--- config.mk ---
export PLATFORM = sky130hd
export DESIGN_NAME = red_isqrt
export DESIGN_NICKNAME = d
export VERILOG_FILES = /design/src/design/red_pkg.sv /design/src/design/red_isqrt.sv
export SDC_FILE = /design/constraint.sdc
export NUM_CORES = 2
export LEC_CHECK = 0
export ABC_AREA = 1
export BUFFER_PORTS_ARGS = -buffer_cell sky130_fd_sc_hd__buf_2
export CAP_MARGIN = 40
export CORE_ASPECT_RATIO = 1.75
export CORE_MARGIN = 2
export CORE_UTILIZATION = 57
export DETAILED_ROUTE_END_ITERATION = 12
export MAX_ROUTING_LAYER = met4
export PLACE_DENSITY = 0.77
export RECOVER_POWER = 100
export SLEW_MARGIN = 40
export SYNTH_ARGS = -nofsm -noshare
export SYNTH_HDL_FRONTEND = slang
export SYNTH_SLANG_ARGS = --single-unit
--- constraint.sdc ---
create_clock -name clk -period 5.9 [get_ports clk]
set_input_delay 1.18 -clock clk [delete_from_list [all_inputs] [get_ports clk]]
set_output_delay 1.18 -clock clk [all_outputs]
set_load 0.01 [all_outputs]
--- src/design/red_pkg.sv ---
`timescale 1ns / 1ps

package red_pkg;

    // Field widths.
    localparam int COORD_W = 32;
    localparam int MAG_W   = 32;
    localparam int SQ_W    = 2 * MAG_W;
    localparam int SUM_W   = SQ_W + 2;
    localparam int ROOT_W  = SUM_W / 2;
    localparam int REM_W   = ROOT_W + 1;
    localparam int FRAC_W  = 8;
    localparam int DIST_W  = 25;

    // Distance mode codes.
    typedef enum logic {
        MODE_2D = 1'b0,
        MODE_3D = 1'b1
    } mode_t;

    // One input item: two points in signed Q24.8.
    typedef struct packed {
        logic signed [COORD_W-1:0] first_x;
        logic signed [COORD_W-1:0] first_y;
        logic signed [COORD_W-1:0] first_z;
        logic signed [COORD_W-1:0] second_x;
        logic signed [COORD_W-1:0] second_y;
        logic signed [COORD_W-1:0] second_z;
    } point_pair_t;

    // One result item.
    typedef struct packed {
        logic [DIST_W-1:0] rounded_distance;
    } dist_t;

    // Configuration write data.
    typedef struct packed {
        logic distance_mode;
    } cfg_t;

endpackage

--- src/design/red_isqrt.sv ---
`timescale 1ns / 1ps

// Integer square root, one root bit per pipeline stage (restoring method).
module red_isqrt (
    input  logic                       clk,
    input  logic                       rst_n,
    input  logic                       in_valid,
    output logic                       in_ready,
    input  logic [red_pkg::SUM_W-1:0]  in_sum,
    output logic                       out_valid,
    input  logic                       out_ready,
    output logic [red_pkg::ROOT_W-1:0] out_root
);

    localparam int NST = red_pkg::ROOT_W;
    localparam int RW  = red_pkg::REM_W;

    genvar i;
    generate
        for (i = 0; i < NST; i++)
        begin : g_stage
            logic                       valid_reg;
            logic [red_pkg::SUM_W-1:0]  num_reg;
            logic [RW-1:0]              rem_reg;
            logic [red_pkg::ROOT_W-1:0] root_reg;
            logic                       stage_ready;
            logic                       next_ready;
            logic                       prev_valid;
            logic [red_pkg::SUM_W-1:0]  prev_num;
            logic [RW-1:0]              prev_rem;
            logic [red_pkg::ROOT_W-1:0] prev_root;
            logic [RW+1:0]              cur_rem;
            logic [RW+1:0]              trial;
            logic [RW+1:0]              diff;
            logic                       take;
            logic [RW-1:0]              rem_next;
            logic [red_pkg::ROOT_W-1:0] root_next;

            // Stage inputs: the first stage starts from a zero remainder and root.
            if (i == 0)
            begin : g_first
                assign prev_valid = in_valid;
                assign prev_num   = in_sum;
                assign prev_rem   = '0;
                assign prev_root  = '0;
            end
            else
            begin : g_rest
                assign prev_valid = g_stage[i-1].valid_reg;
                assign prev_num   = g_stage[i-1].num_reg;
                assign prev_rem   = g_stage[i-1].rem_reg;
                assign prev_root  = g_stage[i-1].root_reg;
            end

            // The last stage hands its item to the output; the others to the next stage.
            if (i == NST - 1)
            begin : g_last
                assign next_ready = out_ready;
            end
            else
            begin : g_mid
                assign next_ready = g_stage[i+1].stage_ready;
            end

            assign stage_ready = !valid_reg || next_ready;

            // Bring down the next two radicand bits and try the next root bit.
            always_comb
            begin
                cur_rem   = {prev_rem, prev_num[red_pkg::SUM_W-1-2*i -: 2]};
                trial     = {2'b00, prev_root[red_pkg::ROOT_W-2:0], 2'b01};
                diff      = cur_rem - trial;
                take      = (cur_rem >= trial);
                rem_next  = take ? diff[RW-1:0] : cur_rem[RW-1:0];
                root_next = {prev_root[red_pkg::ROOT_W-2:0], take};
            end

            always_ff @(posedge clk or negedge rst_n)
            begin
                if (!rst_n)
                begin
                    valid_reg <= 1'b0;
                end
                else if (stage_ready)
                begin
                    valid_reg <= prev_valid;
                end
            end

            always_ff @(posedge clk)
            begin
                if (stage_ready && prev_valid)
                begin
                    num_reg  <= prev_num;
                    rem_reg  <= rem_next;
                    root_reg <= root_next;
                end
            end
        end
    endgenerate

    assign in_ready  = g_stage[0].stage_ready;
    assign out_valid = g_stage[NST-1].valid_reg;
    assign out_root  = g_stage[NST-1].root_reg;

endmodule

==> impl_metrics.tcl <==
set metrics [dict create \
    status "finished with violations" \
    violations "capacitance limit, slew limit" \
    regToRegSetupSlack_ns 0.02 \
    setup_ws_ns 0.02347 \
    cts.clk_slew.worst_paths_ns 0.08 \
    final_cells 14211 \
    min_path_type "reg -> reg" \
    critPathCaptureType "register" \
    ys_top_cells_by_count "edfxtp_1 (2654), inv_1 (1493), nand2_1 (1445), nor2_1 (998), a21oi_1 (792)" \
    worstHoldStart "g_stage[14].num_reg[12]$_DFFE_PP_" \
    cts_hold_buf 0 \
    dieArea_sq_um 224200 \
    die_x_um 358.8 \
    dp_hpwl_mm 267.1 \
    crit_type "reg -> reg" \
    vdd_drop_max_v 0.0004366 \
    synth_warnings 0 \
    ant_nets 0 \
    clockRootBuffer "clkbuf_16" \
    synth_top_area_share 0.6348 \
    cts_tree "yes" \
    wl_mm 348.2 \
    rows 227 \
    syn2layout_area_growth_pct 9.599 \
    path_max_fanout 55 \
    synth-edff-count 2654 \
    drc 0 \
    first_iter_violations 5103 \
    holdPathEnd "g_stage[15].num_reg[12]$_DFFE_PP_" \
    syn_nets 11424 \
    synth_seq_cells 2687 \
    hold_viol 0 \
    core_sq_um 218700 \
    drtPass1Iterations 6 \
    synth_async_sr_flop_share 0.01228 \
    cts_buffers 238 \
    cts.repair.resized 0 \
    grt_setup_unrepaired "no" \
    antenna_found_initial 20 \
    fin_skew_ns 0.1289 \
    grtUsageTotal 0.3220 \
    grt_pass1_wl_mm 509.4 \
    grt_pass1_vias 85865 \
    cp.arrival_ns 6.51 \
    grt_start_max_net_pins 96 \
    crit-reg2reg-launch "g_stage[26].num_reg[11]$_DFFE_PP_" \
    fin_tns_setup_ns 0 \
    avgSynthCellArea_sq_um 11.67 \
    drive_gt1_frac 0.04980 \
    place_inst 13731 \
    r2r_end "g_stage[27].rem_reg[10]$_DFFE_PP_" \
    yosys_most_used_dff "edfxtp_1" \
    num_vias 81378 \
    synth_area_sq_um 125600 \
    hold_path_depth 0 \
    fin_crit_sh 0.9960 \
    h-tree-depth 4 \
    fin_nets 11778 \
    power.leakage_nw 54.02 \
    clk_latency_ns 0.98 \
    r2r_cells 18 \
    tightestPinTransition_ns 4.773 \
    crit_path_start_kind "register" \
    wl_per_cell_um 24.50 \
    synth_area_leader_cell "edfxtp_1" \
    pre_cts_slack_ns 0.4510 \
    routed_via_density 5.726 \
    required_ns 6.54 \
    syn_inst 10758 \
    layout_min_cycle_time_ns 5.877 \
    drv_cap 42 \
    max_slew_margin -2.182 \
    slew_viol_final 2385 \
    cts.sinks 2687 \
    setup_violations 0 \
    ys_types 75 \
    grt-ovfl-total 0 \
    postCtsSetupRepairBufs 0 \
    p_per_area_nw_per_um2 491.0 \
    seq_area_frac_synth 0.6413 \
    fmax_mhz 170.2 \
    clock_path_buffers 4 \
    port_buffers 104 \
    synth.area.top_cells "edfxtp_1 (63%), ha_1 (5.9%), inv_1 (4.5%), nand2_1 (4.3%), xor2_1 (3.6%)" \
    ioPinCount 105 \
    gp_congestion 1.062 \
    largest_reg_flops 1010 \
    die_y_um 624.9 \
    start_util 0.5741 \
    synth_most_common_cell "edfxtp_1" \
]
[worst max-delay path by stage]
| stage | from | to | slack [ns] | depth (start not counted) |
|---|---|---|---|---|
| finish | g_stage[26].num_reg[11]$_DFFE_PP_ | g_stage[27].rem_reg[10]$_DFFE_PP_ | 0.02 | 18 |
| global route | g_stage[25].num_reg[12]$_DFFE_PP_ | g_stage[26].rem_reg[16]$_DFFE_PP_ | 0.11 | 15 |
| CTS | out_valid$_DFFE_PN0P_ | in_ready | 0.40 | 18 |
| detailed placement | out_ready | in_ready | 0.45 | 20 |
| global placement | out_ready | in_ready | 0.44 | 20 |
| floorplan | out_ready | g_stage[16].num_reg[0]$_DFFE_PP_ | 0.03 | 12 |
[critical path: stages, from the launching register on]
cell	delay, ns
edfxtp_1	0.95
inv_1	0.36
ha_1	0.31
o21ai_0	0.20
a21oi_1	0.17
o21ai_0	0.42
a21oi_1	0.15
clkbuf_1	0.34
o21ai_0	0.38
nand2_1	0.10
nand2_1	0.13
nand2_1	0.08
nand2_1	0.17
nand2_1	0.10
nand3_1	0.10
clkinv_1	0.07
clkbuf_2	0.68
o21ai_0	0.45
clkbuf_1	0.39
[metrics by stage]
step	instance area [sq um]	total power [W]	hold WS (ns)	utilization
after CTS	138500	0.06762	0.2818	0.6332
after floorplan	125600	0.04374	0.4003	-
after detailed placement	130600	0.05152	0.4045	0.5972
final	137600	0.06757	0.3591	0.6292
after global placement	130400	0.05076	0.4004	0.5965
after global routing	137600	0.07086	0.3240	0.6292
[layer usage]
| metal | part of all wire | wire length (um) | GRT usage | vias to the layer above |
|---|---|---|---|---|
| li1 | - | - | - | 38065 |
| met1 | 0.25 | 85690 | 0.2122 | 38986 |
| met2 | 0.57 | 199000 | 0.6280 | 2633 |
| met3 | 0.039 | 13500 | 0.05055 | 1694 |
| met4 | 0.14 | 50050 | 0.3506 | 0 |
| met5 | 0 | 0 | - | - |
[layout by cell type, fill, tap and decap left out, drive strengths merged, types with 33 or more instances in the layout]
cell type and instances:
o211ai 39, inv 1495, o21ai 631, dfrtp 33, clkbuf 420, o21a 35, nand2 1465, a21oi 805
clkinv 109, xor2 521, diode 44, nor2 1017, edfxtp 2654, nand3 254, a31oi 42, nor3 182
nor4 91, o21bai 37, bufinv 34, buf 83, nand4 111, xnor2 409, ha 596
[report_power, final]
part / switching [W] / total (W) / internal [W]
clock network: 0.00712 / 0.0161 / 0.00893
registers: 0.00317 / 0.0302 / 0.0270
logic: 0.0139 / 0.0214 / 0.00746
total: 0.0242 / 0.0676 / 0.0434
[cells by family (layout without fill, tap and decap cells)]
| family | Yosys count | in the layout | synth area share |
|---|---|---|---|
| xor gates and xnor gates | 930 | 930 | 0.06487 |
| buffers and inverters | 1617 | 2164 | 0.04890 |
| AOI/OAI and AO/OA | 1737 | 1737 | 0.07684 |
| and+or+nand+nor | 3190 | 3190 | 0.1086 |
| other | 1 | 45 | 0.00002987 |
| DFF | 2687 | 2687 | 0.6413 |
| adders and majority gates | 596 | 596 | 0.05939 |
[area by class of cell]
cell class | instances | area [sq um]
fillers | 16658 | 81090
flip-flops and latches | 2687 | 80520
multi-input cells | 6454 | 38750
clock buffers | 278 | 6126
inverters | 1506 | 5660
well taps | 2862 | 3581
clock inverters | 155 | 1759
repair buffers | 225 | 1100
diodes | 44 | 110.1
(Power assumes the default switching activity.)
